===== config.mk =====
export PLATFORM = sky130hd
export DESIGN_NAME = touch_drag_gesture_fsm
export DESIGN_NICKNAME = d
export VERILOG_FILES = /design/src/design/tdg_pkg.sv /design/src/design/tdg_dist.sv /design/src/design/tdg_core.sv /design/src/design/touch_drag_gesture_fsm.sv
export SDC_FILE = /design/constraint.sdc
export NUM_CORES = 1
export LEC_CHECK = 0
export ABC_AREA = 1
export BUFFER_PORTS_ARGS = -buffer_cell sky130_fd_sc_hd__clkbuf_2
export CAP_MARGIN = 20
export CORE_ASPECT_RATIO = 0.6
export CORE_MARGIN = 4
export CORE_UTILIZATION = 55
export CTS_BUF_LIST = sky130_fd_sc_hd__clkbuf_8 sky130_fd_sc_hd__clkbuf_16
export DETAILED_ROUTE_END_ITERATION = 6
export GPL_ROUTABILITY_DRIVEN = 0
export PLACE_DENSITY = 0.73
export SLEW_MARGIN = 10
export SYNTH_ARGS = -nofsm -noshare
export SYNTH_HDL_FRONTEND = slang
export SYNTH_SLANG_ARGS = --single-unit

===== constraint.sdc =====
create_clock -name clk_i -period 23.1 [get_ports clk_i]
set_input_delay 4.62 -clock clk_i [delete_from_list [all_inputs] [get_ports clk_i]]
set_output_delay 4.62 -clock clk_i [all_outputs]
set_load 0.05 [all_outputs]

===== src/design/tdg_pkg.sv =====
`timescale 1ns / 1ps
// tdg_pkg: shared constants and types of the touch drag gesture detector
// no dependencies; used by every module of the block

package tdg_pkg;

  // field widths that do not follow the coordinate width
  localparam int CMD_W      = 3;
  localparam int CNT_W      = 4;
  localparam int PH_W       = 3;
  localparam int THRESH_W   = 12;
  localparam int CFG_IDX_W  = 1;
  localparam int CFG_DATA_W = 12;
  localparam int LIM_W      = THRESH_W + 1;
  localparam int LIM_SQ_W   = 2 * LIM_W;

  // event kinds
  localparam logic [CMD_W-1:0] CMD_DOWN   = 3'd0;
  localparam logic [CMD_W-1:0] CMD_UP     = 3'd1;
  localparam logic [CMD_W-1:0] CMD_MOVE   = 3'd2;
  localparam logic [CMD_W-1:0] CMD_PDOWN  = 3'd3;
  localparam logic [CMD_W-1:0] CMD_PUP    = 3'd4;

  // gesture phases
  localparam logic [PH_W-1:0] PH_IDLE     = 3'd0;
  localparam logic [PH_W-1:0] PH_MAYBE    = 3'd1;
  localparam logic [PH_W-1:0] PH_STARTED  = 3'd2;
  localparam logic [PH_W-1:0] PH_UPDATED  = 3'd3;
  localparam logic [PH_W-1:0] PH_FINISHED = 3'd4;

  // configuration register indexes
  localparam logic [CFG_IDX_W-1:0] CFG_IGNORE_MODE = 1'd0;
  localparam logic [CFG_IDX_W-1:0] CFG_THRESHOLD   = 1'd1;

  // threshold reset and the matching squared limit (threshold + 1)^2
  localparam logic [THRESH_W-1:0] THRESH_RESET = 12'd16;
  localparam logic [LIM_SQ_W-1:0] LIM_SQ_RESET =
    LIM_SQ_W'((int'(THRESH_RESET) + 1) * (int'(THRESH_RESET) + 1));

  // live configuration seen by the gesture logic
  typedef struct packed {
    logic                ignore_mode;
    logic [LIM_SQ_W-1:0] lim_sq;
  } cfg_t;

endpackage


===== src/design/tdg_dist.sv =====
`timescale 1ns / 1ps
// tdg_dist: squared distance test of a move against the drag origin
// depends on tdg_pkg

module tdg_dist #(
  parameter int COORD_BITS = 12
) (
  input  logic [COORD_BITS-1:0]        org_x_i,
  input  logic [COORD_BITS-1:0]        org_y_i,
  input  logic [COORD_BITS-1:0]        pt_x_i,
  input  logic [COORD_BITS-1:0]        pt_y_i,
  input  logic [tdg_pkg::LIM_SQ_W-1:0] lim_sq_i,
  output logic                         far_o
);

  localparam int SQ_W  = 2 * COORD_BITS;
  localparam int SUM_W = (SQ_W + 1 > tdg_pkg::LIM_SQ_W) ? SQ_W + 1 : tdg_pkg::LIM_SQ_W;

  logic [COORD_BITS-1:0] dx, dy;
  logic [SQ_W-1:0]       dx_sq, dy_sq;
  logic [SUM_W-1:0]      dist_sq;

  // absolute differences
  assign dx = (org_x_i > pt_x_i) ? (org_x_i - pt_x_i) : (pt_x_i - org_x_i);
  assign dy = (org_y_i > pt_y_i) ? (org_y_i - pt_y_i) : (pt_y_i - org_y_i);

  // two parallel squarings, then add and compare
  assign dx_sq   = SQ_W'(dx) * SQ_W'(dx);
  assign dy_sq   = SQ_W'(dy) * SQ_W'(dy);
  assign dist_sq = SUM_W'(dx_sq) + SUM_W'(dy_sq);
  assign far_o   = (dist_sq >= SUM_W'(lim_sq_i));

endmodule


===== src/design/tdg_core.sv =====
`timescale 1ns / 1ps
// tdg_core: gesture phase, stored positions and trigger flag, one event per step
// depends on tdg_pkg and tdg_dist

module tdg_core #(
  parameter int COORD_BITS = 12
) (
  input  logic                        clk_i,
  input  logic                        rst_ni,
  input  logic                        step_i,
  input  tdg_pkg::cfg_t               cfg_i,
  input  logic [tdg_pkg::CMD_W-1:0]   cmd_i,
  input  logic [tdg_pkg::CNT_W-1:0]   touch_count_i,
  input  logic [tdg_pkg::CNT_W-1:0]   pressed_count_i,
  input  logic [COORD_BITS-1:0]       first_x_i,
  input  logic [COORD_BITS-1:0]       first_y_i,
  input  logic [COORD_BITS-1:0]       pressed_x_i,
  input  logic [COORD_BITS-1:0]       pressed_y_i,
  input  logic                        inside_region_i,
  output logic                        trigger_o,
  output logic [tdg_pkg::PH_W-1:0]    phase_o,
  output logic [COORD_BITS-1:0]       org_x_o,
  output logic [COORD_BITS-1:0]       org_y_o,
  output logic [COORD_BITS-1:0]       prv_x_o,
  output logic [COORD_BITS-1:0]       prv_y_o,
  output logic [COORD_BITS-1:0]       cur_x_o,
  output logic [COORD_BITS-1:0]       cur_y_o
);

  logic                     trig_q, trig_d;
  logic [tdg_pkg::PH_W-1:0] ph_q, ph_d;
  logic [COORD_BITS-1:0]    org_x_q, org_x_d, org_y_q, org_y_d;
  logic [COORD_BITS-1:0]    prv_x_q, prv_x_d, prv_y_q, prv_y_d;
  logic [COORD_BITS-1:0]    cur_x_q, cur_x_d, cur_y_q, cur_y_d;
  logic                     active, maybe, far;

  assign active = (ph_q == tdg_pkg::PH_STARTED) || (ph_q == tdg_pkg::PH_UPDATED);
  assign maybe  = (ph_q == tdg_pkg::PH_MAYBE);

  // distance of the first point from the origin
  tdg_dist #(
    .COORD_BITS(COORD_BITS)
  ) u_dist (
    .org_x_i (org_x_q),
    .org_y_i (org_y_q),
    .pt_x_i  (first_x_i),
    .pt_y_i  (first_y_i),
    .lim_sq_i(cfg_i.lim_sq),
    .far_o   (far)
  );

  // next gesture state, checks in priority order
  always_comb begin
    trig_d  = 1'b0;
    ph_d    = ph_q;
    org_x_d = org_x_q;
    org_y_d = org_y_q;
    prv_x_d = prv_x_q;
    prv_y_d = prv_y_q;
    cur_x_d = cur_x_q;
    cur_y_d = cur_y_q;
    priority if (cfg_i.ignore_mode || (touch_count_i == '0)) begin
      // forced finish with positions kept; a pending gesture goes idle and clears
      if (active) begin
        ph_d   = tdg_pkg::PH_FINISHED;
        trig_d = 1'b1;
      end else if (maybe) begin
        ph_d    = tdg_pkg::PH_IDLE;
        org_x_d = '0;
        org_y_d = '0;
        prv_x_d = '0;
        prv_y_d = '0;
        cur_x_d = '0;
        cur_y_d = '0;
      end
    end else if (!inside_region_i || (cmd_i == tdg_pkg::CMD_UP) ||
                 (cmd_i == tdg_pkg::CMD_PDOWN)) begin
      // finish at the first point; a pending gesture goes idle and clears
      if (active) begin
        prv_x_d = cur_x_q;
        prv_y_d = cur_y_q;
        cur_x_d = first_x_i;
        cur_y_d = first_y_i;
        ph_d    = tdg_pkg::PH_FINISHED;
        trig_d  = 1'b1;
      end else if (maybe) begin
        ph_d    = tdg_pkg::PH_IDLE;
        org_x_d = '0;
        org_y_d = '0;
        prv_x_d = '0;
        prv_y_d = '0;
        cur_x_d = '0;
        cur_y_d = '0;
      end
    end else if (cmd_i == tdg_pkg::CMD_DOWN) begin
      // single finger down arms the gesture
      if (touch_count_i == tdg_pkg::CNT_W'(1)) begin
        org_x_d = first_x_i;
        org_y_d = first_y_i;
        prv_x_d = first_x_i;
        prv_y_d = first_y_i;
        cur_x_d = first_x_i;
        cur_y_d = first_y_i;
        ph_d    = tdg_pkg::PH_MAYBE;
        trig_d  = 1'b1;
      end
    end else if (cmd_i == tdg_pkg::CMD_PUP) begin
      // back to one pressed finger re-arms at it
      if (pressed_count_i == tdg_pkg::CNT_W'(1)) begin
        org_x_d = pressed_x_i;
        org_y_d = pressed_y_i;
        prv_x_d = pressed_x_i;
        prv_y_d = pressed_y_i;
        cur_x_d = pressed_x_i;
        cur_y_d = pressed_y_i;
        ph_d    = tdg_pkg::PH_MAYBE;
      end
    end else if (cmd_i == tdg_pkg::CMD_MOVE) begin
      // move starts or updates the drag
      if (touch_count_i == tdg_pkg::CNT_W'(1)) begin
        if ((maybe && far) || active) begin
          prv_x_d = cur_x_q;
          prv_y_d = cur_y_q;
          cur_x_d = first_x_i;
          cur_y_d = first_y_i;
          ph_d    = maybe ? tdg_pkg::PH_STARTED : tdg_pkg::PH_UPDATED;
          trig_d  = 1'b1;
        end
      end
    end else begin
      // other event kinds leave everything as it is
    end
  end

  // state registers double as the result register
  always_ff @(posedge clk_i or negedge rst_ni) begin
    if (!rst_ni) begin
      trig_q  <= 1'b0;
      ph_q    <= tdg_pkg::PH_IDLE;
      org_x_q <= '0;
      org_y_q <= '0;
      prv_x_q <= '0;
      prv_y_q <= '0;
      cur_x_q <= '0;
      cur_y_q <= '0;
    end else if (step_i) begin
      trig_q  <= trig_d;
      ph_q    <= ph_d;
      org_x_q <= org_x_d;
      org_y_q <= org_y_d;
      prv_x_q <= prv_x_d;
      prv_y_q <= prv_y_d;
      cur_x_q <= cur_x_d;
      cur_y_q <= cur_y_d;
    end
  end

  assign trigger_o = trig_q;
  assign phase_o   = ph_q;
  assign org_x_o   = org_x_q;
  assign org_y_o   = org_y_q;
  assign prv_x_o   = prv_x_q;
  assign prv_y_o   = prv_y_q;
  assign cur_x_o   = cur_x_q;
  assign cur_y_o   = cur_y_q;

endmodule


===== src/design/touch_drag_gesture_fsm.sv =====
`timescale 1ns / 1ps
// touch_drag_gesture_fsm: top level with input register, result handshake and config
// depends on tdg_pkg, tdg_core and tdg_dist

// Single-finger drag detector. One touch event is taken per clock cycle unless
// the input is stalled, and every event yields exactly one result: a trigger flag,
// the gesture phase and the start, previous and current positions after the event.
// An event sits in the input register and is evaluated in one step (two squarings,
// an add and a compare against the registered (threshold + 1)^2) into the state
// registers, which are the result register and load once the result slot is free.
// A stalled result holds the next event in the input register, which stalls the
// input in the same cycle. Configuration is written through a plain write port;
// the user writes it only while the block is idle, which the block does not enforce.

module touch_drag_gesture_fsm #(
  parameter int COORD_BITS = 12
) (
  input  logic                           clk_i,
  input  logic                           rst_ni,
  // configuration write port
  input  logic                           cfg_we_i,
  input  logic [tdg_pkg::CFG_IDX_W-1:0]  cfg_idx_i,
  input  logic [tdg_pkg::CFG_DATA_W-1:0] cfg_wdata_i,
  // touch event channel
  input  logic                           in_valid_i,
  output logic                           in_stall_o,
  input  logic [tdg_pkg::CMD_W-1:0]      cmd_i,
  input  logic [tdg_pkg::CNT_W-1:0]      touch_count_i,
  input  logic [tdg_pkg::CNT_W-1:0]      pressed_count_i,
  input  logic [COORD_BITS-1:0]          first_x_i,
  input  logic [COORD_BITS-1:0]          first_y_i,
  input  logic [COORD_BITS-1:0]          pressed_x_i,
  input  logic [COORD_BITS-1:0]          pressed_y_i,
  input  logic                           inside_region_i,
  // result channel
  output logic                           out_valid_o,
  input  logic                           out_stall_i,
  output logic                           trigger_o,
  output logic [tdg_pkg::PH_W-1:0]       drag_phase_o,
  output logic [COORD_BITS-1:0]          start_x_o,
  output logic [COORD_BITS-1:0]          start_y_o,
  output logic [COORD_BITS-1:0]          prev_x_o,
  output logic [COORD_BITS-1:0]          prev_y_o,
  output logic [COORD_BITS-1:0]          cur_x_o,
  output logic [COORD_BITS-1:0]          cur_y_o
);

  logic                          in_valid_q;
  logic [tdg_pkg::CMD_W-1:0]     cmd_q;
  logic [tdg_pkg::CNT_W-1:0]     tcnt_q, pcnt_q;
  logic [COORD_BITS-1:0]         fx_q, fy_q, px_q, py_q;
  logic                          inside_q;
  logic                          out_valid_q, out_valid_d;
  logic                          in_load, step;
  tdg_pkg::cfg_t                 cfg_q;
  logic [tdg_pkg::LIM_W-1:0]     lim;

  // handshake: evaluate when the result slot is free or being taken
  assign step       = in_valid_q && (!out_valid_q || !out_stall_i);
  assign in_stall_o = in_valid_q && !step;
  assign in_load    = in_valid_i && !in_stall_o;

  // input register control
  always_ff @(posedge clk_i or negedge rst_ni) begin
    if (!rst_ni) begin
      in_valid_q <= 1'b0;
    end else if (in_load) begin
      in_valid_q <= 1'b1;
    end else if (step) begin
      in_valid_q <= 1'b0;
    end
  end

  // input register payload
  always_ff @(posedge clk_i) begin
    if (in_load) begin
      cmd_q    <= cmd_i;
      tcnt_q   <= touch_count_i;
      pcnt_q   <= pressed_count_i;
      fx_q     <= first_x_i;
      fy_q     <= first_y_i;
      px_q     <= pressed_x_i;
      py_q     <= pressed_y_i;
      inside_q <= inside_region_i;
    end
  end

  // result valid
  always_comb begin
    out_valid_d = out_valid_q;
    if (step) begin
      out_valid_d = 1'b1;
    end else if (!out_stall_i) begin
      out_valid_d = 1'b0;
    end
  end

  always_ff @(posedge clk_i or negedge rst_ni) begin
    if (!rst_ni) begin
      out_valid_q <= 1'b0;
    end else begin
      out_valid_q <= out_valid_d;
    end
  end

  // configuration registers, threshold kept as its squared limit
  assign lim = tdg_pkg::LIM_W'(cfg_wdata_i) + tdg_pkg::LIM_W'(1);

  always_ff @(posedge clk_i or negedge rst_ni) begin
    if (!rst_ni) begin
      cfg_q.ignore_mode <= 1'b0;
      cfg_q.lim_sq      <= tdg_pkg::LIM_SQ_RESET;
    end else if (cfg_we_i) begin
      unique case (cfg_idx_i)
        tdg_pkg::CFG_IGNORE_MODE: cfg_q.ignore_mode <= cfg_wdata_i[0];
        tdg_pkg::CFG_THRESHOLD:   cfg_q.lim_sq <= tdg_pkg::LIM_SQ_W'(lim) *
                                                  tdg_pkg::LIM_SQ_W'(lim);
        default: ;
      endcase
    end
  end

  // gesture evaluation and state
  tdg_core #(
    .COORD_BITS(COORD_BITS)
  ) u_core (
    .clk_i          (clk_i),
    .rst_ni         (rst_ni),
    .step_i         (step),
    .cfg_i          (cfg_q),
    .cmd_i          (cmd_q),
    .touch_count_i  (tcnt_q),
    .pressed_count_i(pcnt_q),
    .first_x_i      (fx_q),
    .first_y_i      (fy_q),
    .pressed_x_i    (px_q),
    .pressed_y_i    (py_q),
    .inside_region_i(inside_q),
    .trigger_o      (trigger_o),
    .phase_o        (drag_phase_o),
    .org_x_o        (start_x_o),
    .org_y_o        (start_y_o),
    .prv_x_o        (prev_x_o),
    .prv_y_o        (prev_y_o),
    .cur_x_o        (cur_x_o),
    .cur_y_o        (cur_y_o)
  );

  assign out_valid_o = out_valid_q;

  // checks
  a_step_gives_result: assert property (@(posedge clk_i) disable iff (!rst_ni)
    step |=> out_valid_o)
    else $error("evaluated event produced no result");

  a_stall_has_item: assert property (@(posedge clk_i) disable iff (!rst_ni)
    in_stall_o |-> in_valid_q && out_valid_q)
    else $error("input stalled without a pending event");

  a_trigger_not_idle: assert property (@(posedge clk_i) disable iff (!rst_ni)
    out_valid_o && trigger_o |-> drag_phase_o != tdg_pkg::PH_IDLE)
    else $error("trigger reported in idle phase");

  a_idle_zero_pos: assert property (@(posedge clk_i) disable iff (!rst_ni)
    drag_phase_o == tdg_pkg::PH_IDLE |->
      start_x_o == '0 && start_y_o == '0 && prev_x_o == '0 &&
      prev_y_o == '0 && cur_x_o == '0 && cur_y_o == '0)
    else $error("idle phase with nonzero positions");

endmodule


# Yosys cells after proc, flatten, opt, wreduce, memory -nomap -nowiden
# Index checks and enable logic that the tools add are counted.
dict set report word_totals {
  ff_bits 165
  input_bits 78
  out_inout_bits 78
  word_cells 157
}
dict set report op_classes {
  add_sub_neg 6
  mul 3
  order_cmp 3
  n_eq_ne 13
  muxes 83
  bitwise_logic 1
  reduce_logical 28
}
# cell count
set ops {}
lappend ops {{$mux 12} 58}
lappend ops {{$mul 12x12->24} 2}
lappend ops {{$sub 12x12->12} 4}
lappend ops {{$mux 3} 11}
lappend ops {{$ge 25x26->1} 1}
lappend ops {{$mul 13x13->26} 1}
lappend ops {{$add 24x24->25} 1}
lappend ops {{$gt 12x12->1} 2}
lappend ops {{$mux 1} 14}
lappend ops {{$add 12x1->13 const B} 1}
lappend ops {{$eq 3x2->1 const B} 4}
lappend ops {{$reduce_bool 4->1} 3}
lappend ops {{$reduce_bool 5->1} 2}
lappend ops {{$eq 4x1->1 const B} 2}
lappend ops {{$reduce_and 7->1} 1}
lappend ops {{$eq 3x1->1 const B} 2}
lappend ops {{$logic_or 1x1->1} 6}
lappend ops {{$reduce_and 6->1} 1}
lappend ops {{$logic_not 1->1} 5}
lappend ops {{$ne 5x2->1 const B} 1}
lappend ops {{$logic_and 1x1->1} 4}
lappend ops {{$logic_not 4->1} 1}
lappend ops {{$ne 4x2->1 const B} 1}
lappend ops {{$reduce_and 2->1} 2}
lappend ops {{other kinds (7)} 7}

# Logic depth before layout (Yosys ltp)
dict set report logic_depth {
  word_depth 14
  depth_mapped 56
  ltp_nobuf 54
}

# Cells and area by module
# From an unflattened synthesis, not the netlist that was laid out.
dict set report unflattened {
  hier_cells 3537
  area_unflattened_um2 25842.3
}
# mod n_inst cells_each area_per_inst_um2 seq_area_each_um2
set modules_own_cells {}
lappend modules_own_cells {tdg_dist 1 1581 11818.8 0.0}
lappend modules_own_cells {touch_drag_gesture_fsm 1 919 8136.6 2506.2}
lappend modules_own_cells {tdg_core 1 1037 5886.9 1901.8}

# Worst setup path before layout
# Ideal clock, no wire load.
dict set report synth_timing {
  path_type {input to output}
  startpoint {in out_stall_i}
  endpoint {out in_stall_o}
  t_arrival_ns 5.391
  required_ns 18.480
  setup_slack_ns 13.089
  cell_stages 2
  path_buffers 0
  path_cell_list {nand2_1 nor2_1}
}
dict set report synth_via {
  elab_chain_len 5
}
# item line_no
set synth_lines {}
lappend synth_lines {{from (decl)} touch_drag_gesture_fsm.sv:37} ;# input logic out_stall_i,
lappend synth_lines {{$logic_not 1->1} -}
lappend synth_lines {{$logic_or 1x1->1} touch_drag_gesture_fsm.sv:59} ;# assign step = in_valid_q && (!out_valid_q || !out_stall_i);
lappend synth_lines {{$logic_and 1x1->1} touch_drag_gesture_fsm.sv:59}
lappend synth_lines {{$logic_not 1->1} touch_drag_gesture_fsm.sv:60} ;# assign in_stall_o = in_valid_q && !step;
lappend synth_lines {{$logic_and 1x1->1} touch_drag_gesture_fsm.sv:60}
lappend synth_lines {{to (decl)} touch_drag_gesture_fsm.sv:26} ;# output logic in_stall_o,
# No other way between the ends.

# Worst setup path after layout
dict set report layout_timing {
  startpoint {reg fx_q[0]}
  endpoint {reg u_core.prv_x_q[11], in the netlist u_core.prv_x_o[11]}
}
dict set report layout_via {
  elab_chain_len 9
  word_cells_on_any_way 11
  classes_between {add/sub (3); mul (1); order compare (2); mux (1); reduce/logical (4)}
}
# item line_no
set layout_lines {}
lappend layout_lines {{from (decl)} touch_drag_gesture_fsm.sv:51} ;# logic [COORD_BITS-1:0] fx_q, fy_q, px_q, py_q;
lappend layout_lines {{from (signal assigned)} touch_drag_gesture_fsm.sv:80} ;# fx_q <= first_x_i;
lappend layout_lines {{$sub 12x12->12 / $gt 12x12->1 (equally long branches)} tdg_dist.sv:24} ;# assign dx = (org_x_i > pt_x_i) ? (org_x_i - pt_x_i) : (pt_x_i - org_x_i);
lappend layout_lines {{$mux 12 (*)} tdg_dist.sv:24}
lappend layout_lines {{$mul 12x12->24 (*)} tdg_dist.sv:28} ;# assign dx_sq = SQ_W'(dx) * SQ_W'(dx);
lappend layout_lines {{$add 24x24->25 (*)} tdg_dist.sv:30} ;# assign dist_sq = SUM_W'(dx_sq) + SUM_W'(dy_sq);
lappend layout_lines {{$ge 25x26->1 (*)} tdg_dist.sv:31} ;# assign far_o = (dist_sq >= SUM_W'(lim_sq_i));
lappend layout_lines {{$logic_and 1x1->1 (*)} tdg_core.sv:121} ;# if ((maybe && far) || active) begin
lappend layout_lines {{$logic_or 1x1->1 (*)} tdg_core.sv:121}
lappend layout_lines {{$reduce_bool 5->1 (no source line) (*)} -}
lappend layout_lines {{$reduce_and 7->1 (no source line) (*)} -}
lappend layout_lines {{to (signal assigned)} tdg_core.sv:151} ;# prv_x_q <= prv_x_d;
lappend layout_lines {{to (decl)} tdg_core.sv:33} ;# logic [COORD_BITS-1:0] prv_x_q, prv_x_d, prv_y_q, prv_y_d;
# Mark *: on every way between the ends. The rest lies on a longest branch, timed or not.
# A chain may end at the register's enable or synchronous reset.

==> results.ini <==
[routing]
m1WireLength_um=29400
routedWlPerCell_um=18.7
antenna_left=0
met2WireLength_um=29400
drc=0
dr.pass1.iters=6
vias_per_cell=5.64
wirelength_um=67200
vias=20300
top_layer_used=met4
drt_iter0_markers=1961
routed-wl-met3_um=6940

[synthesis]
netlist_top_cells_area=fa_1 26%, ha_1 13%, dfrtp_1 11%
ys_top_cells_by_count=623 x inv_1, 494 x nand2_1, 303 x fa_1, 259 x nor2_1, 241 x ha_1
synth-seq-area-share=0.188
ys_types=59
netlist_area_um2=23500
yosysWarnings=0
synthFlopType=dfrtp_1
synth_top_area_share=0.259
syn_area_per_cell_um2=8.10
synth_edf_count=60
yosysMostFrequentCell=inv_1
postSynthCellCount=2896
ys_seq_elements=164
synth_area_leader_cell=fa_1
synth_async_sr_flop_share=0.634

[setup_path]
rrSetupSlack_ns=11.30
cp_top_family=adder cells
crit_fanout=80
arrival_ns=12.19
crit_path_end_kind=register
reg2reg_from=fx_q[0]
critPathLaunchType=register
crit_top_cell=nand2_1
cp.required_ns=23.49
crit_type=register to register
worst-path-buf-inv=9
crit_path_max_incr_delay_ns=0.69
reg2reg_depth=41
r2r_end=u_core.prv_x_o[11]
slowest_stage=nand3b_4

[timing]
fin_ws_ns=11.30
whs_ns=0.492
finalMaxSlewViolations=0
rsz0062_at_grt=no
hold_viol_final=0
setup_viol_count_final=0
fmaxAchievable_mhz=84.8
tightest_slew_ns=1.12
period_share=0.511
totalNegativeSetupSlack_ns=0
fin_skew_ns=0.0247
relSlewSlack=0.253
fin_crit_ns=11.80

[clock_network]
h-tree-depth=4
cts_setup_buffers=0
cts_buffers=17
root_buffer=clkbuf_16
cts_tree=yes
cts.clk_slew.worst_paths_ns=0.07
clkLatencyLatePin_ns=0.46
clockBufferDepth=2
ctsHoldBuffers=0
cts_sinks=164
cts_resized=0

[finish]
fin_cells=3595
drive_gt1_frac=0.0873
syn_to_final_growth_pct=7.91
nets=3634
seqCellArea_um2=4410
multi_input_area_um2=16300
antenna_cells=0
fillerInstances=3674

[global_route]
gr-total-overflow=0
first_global_vias=20500
grt_usage=0.297
grt_antenna_before_repair=0
grt_pass1_wl_um=109000
grt_max_degree=81

[floorplanning]
ioPinCount=156
die_h_um=168
initial_core_util=0.558
coreArea_um2=42000
dieArea_um2=46100
rows=58
die_width_um=275

[worst_hold_path]
min_path_type=register to register
hp-start=in_valid_q
min_to=out_valid_o
min_path_cells=2

[place]
dp.cells=3560
port_buffers=155
pre_cts_slack_ns=11.62
dpl.hpwl_um=54900

[run_status]
status=finished, final reports clean

[job]
max_cap_violations=0

-- cell type report --
type                    instances  area share
repair buffers                170      0.0368
clock inverters                15     0.00657
inverters                     635      0.0943
well taps                     570      0.0282
multi-input cells            2024       0.643
clock buffers                  17      0.0168
flip-flops and latches        164       0.174
-- state kept, by name (all words and copies together) (netlist names), 3 cells and up --
| signal | cells |
|---|---|
| u_core.org_y_o | 12 |
| u_core.cur_x_o | 12 |
| u_core.phase_o | 3 |
| pcnt_q | 4 |
| py_q | 12 |
| tcnt_q | 4 |
| cmd_q | 3 |
| fx_q | 12 |
| u_core.prv_x_o | 12 |
| u_core.org_x_o | 12 |
| fy_q | 12 |
| u_core.cur_y_o | 12 |
| px_q | 12 |
| u_core.prv_y_o | 12 |
| cfg_q | 26 |
-- routing by layer --
metal,up-vias,GRT usage
met5,-,0
met4,0,0.0581
met2,1050,0.458
li1,9274,-
met1,9860,0.435
met3,104,0.0672
-- worst register-to-register path, delay by kind of cell, from the launching register on --
| family | cells | cell delay [ns] |
|---|---|---|
| adders and majority gates | 10 | 5.01 |
| and+or+nand+nor | 18 | 3.42 |
| buffers and inverters | 9 | 1.80 |
| AOI/OAI and AO/OA | 3 | 0.81 |
| DFF | 1 | 0.49 |
| xor gates and xnor gates | 1 | 0.22 |
-- logic make-up after synthesis --
family,share of synthesized area
compound gates,0.109
xor+xnor,0.0272
fa+ha+maj,0.387
buf+inv,0.119
flops,0.188
other cells,0.000320
simple gates,0.170
-- placed cells by master, fill, tap and decap left out, drive strengths merged, types with 7 or more instances in the layout --
| master | Yosys | final |
|---|---|---|
| nor3 | 18 | 18 |
| clkbuf | 37 | 171 |
| xor2 | 54 | 54 |
| or2 | 10 | 10 |
| a211o | 7 | 7 |
| edfxtp | 60 | 60 |
| o21ai | 176 | 176 |
| o21bai | 27 | 27 |
| buf | 43 | 16 |
| a31oi | 10 | 10 |
| inv | 634 | 638 |
| nand3 | 127 | 127 |
| ha | 241 | 241 |
| a21oi | 154 | 154 |
| dfrtp | 101 | 101 |
| o221ai | 7 | 7 |
| a21o | 9 | 9 |
| nor2 | 271 | 271 |
| o311a | 15 | 15 |
| xnor2 | 18 | 18 |
| conb | 2 | 9 |
| fa | 303 | 303 |
| clkinv | 1 | 12 |
| o22ai | 11 | 11 |
| nand2 | 510 | 510 |
| nand4 | 13 | 13 |
-- worst max path at each step --
stage	start	end	slack (ns)	cells after the start
after detailed placement	fx_q[0]	u_core.cur_y_o[0]	11.62	41
final	fx_q[0]	u_core.prv_x_o[11]	11.30	41
after global routing	fx_q[0]	u_core.cur_x_o[1]	10.68	43
after global placement	fx_q[0]	u_core.cur_y_o[7]	11.77	41
after CTS	fx_q[0]	u_core.prv_x_o[11]	11.58	41
after floorplan	out_stall_i	in_stall_o	13.09	2
-- metrics by stage --
step	cell area (um2)	util
5_1_grt	25300	0.602
6_report	25300	0.602
3_5_place_dp	24700	0.587
4_1_cts	25300	0.601
3_3_place_gp	24700	0.587
2_1_floorplan	23500	-
Power is not shown: default switching activity piles up to over one toggle a cycle in this logic, so the estimate is an artifact.
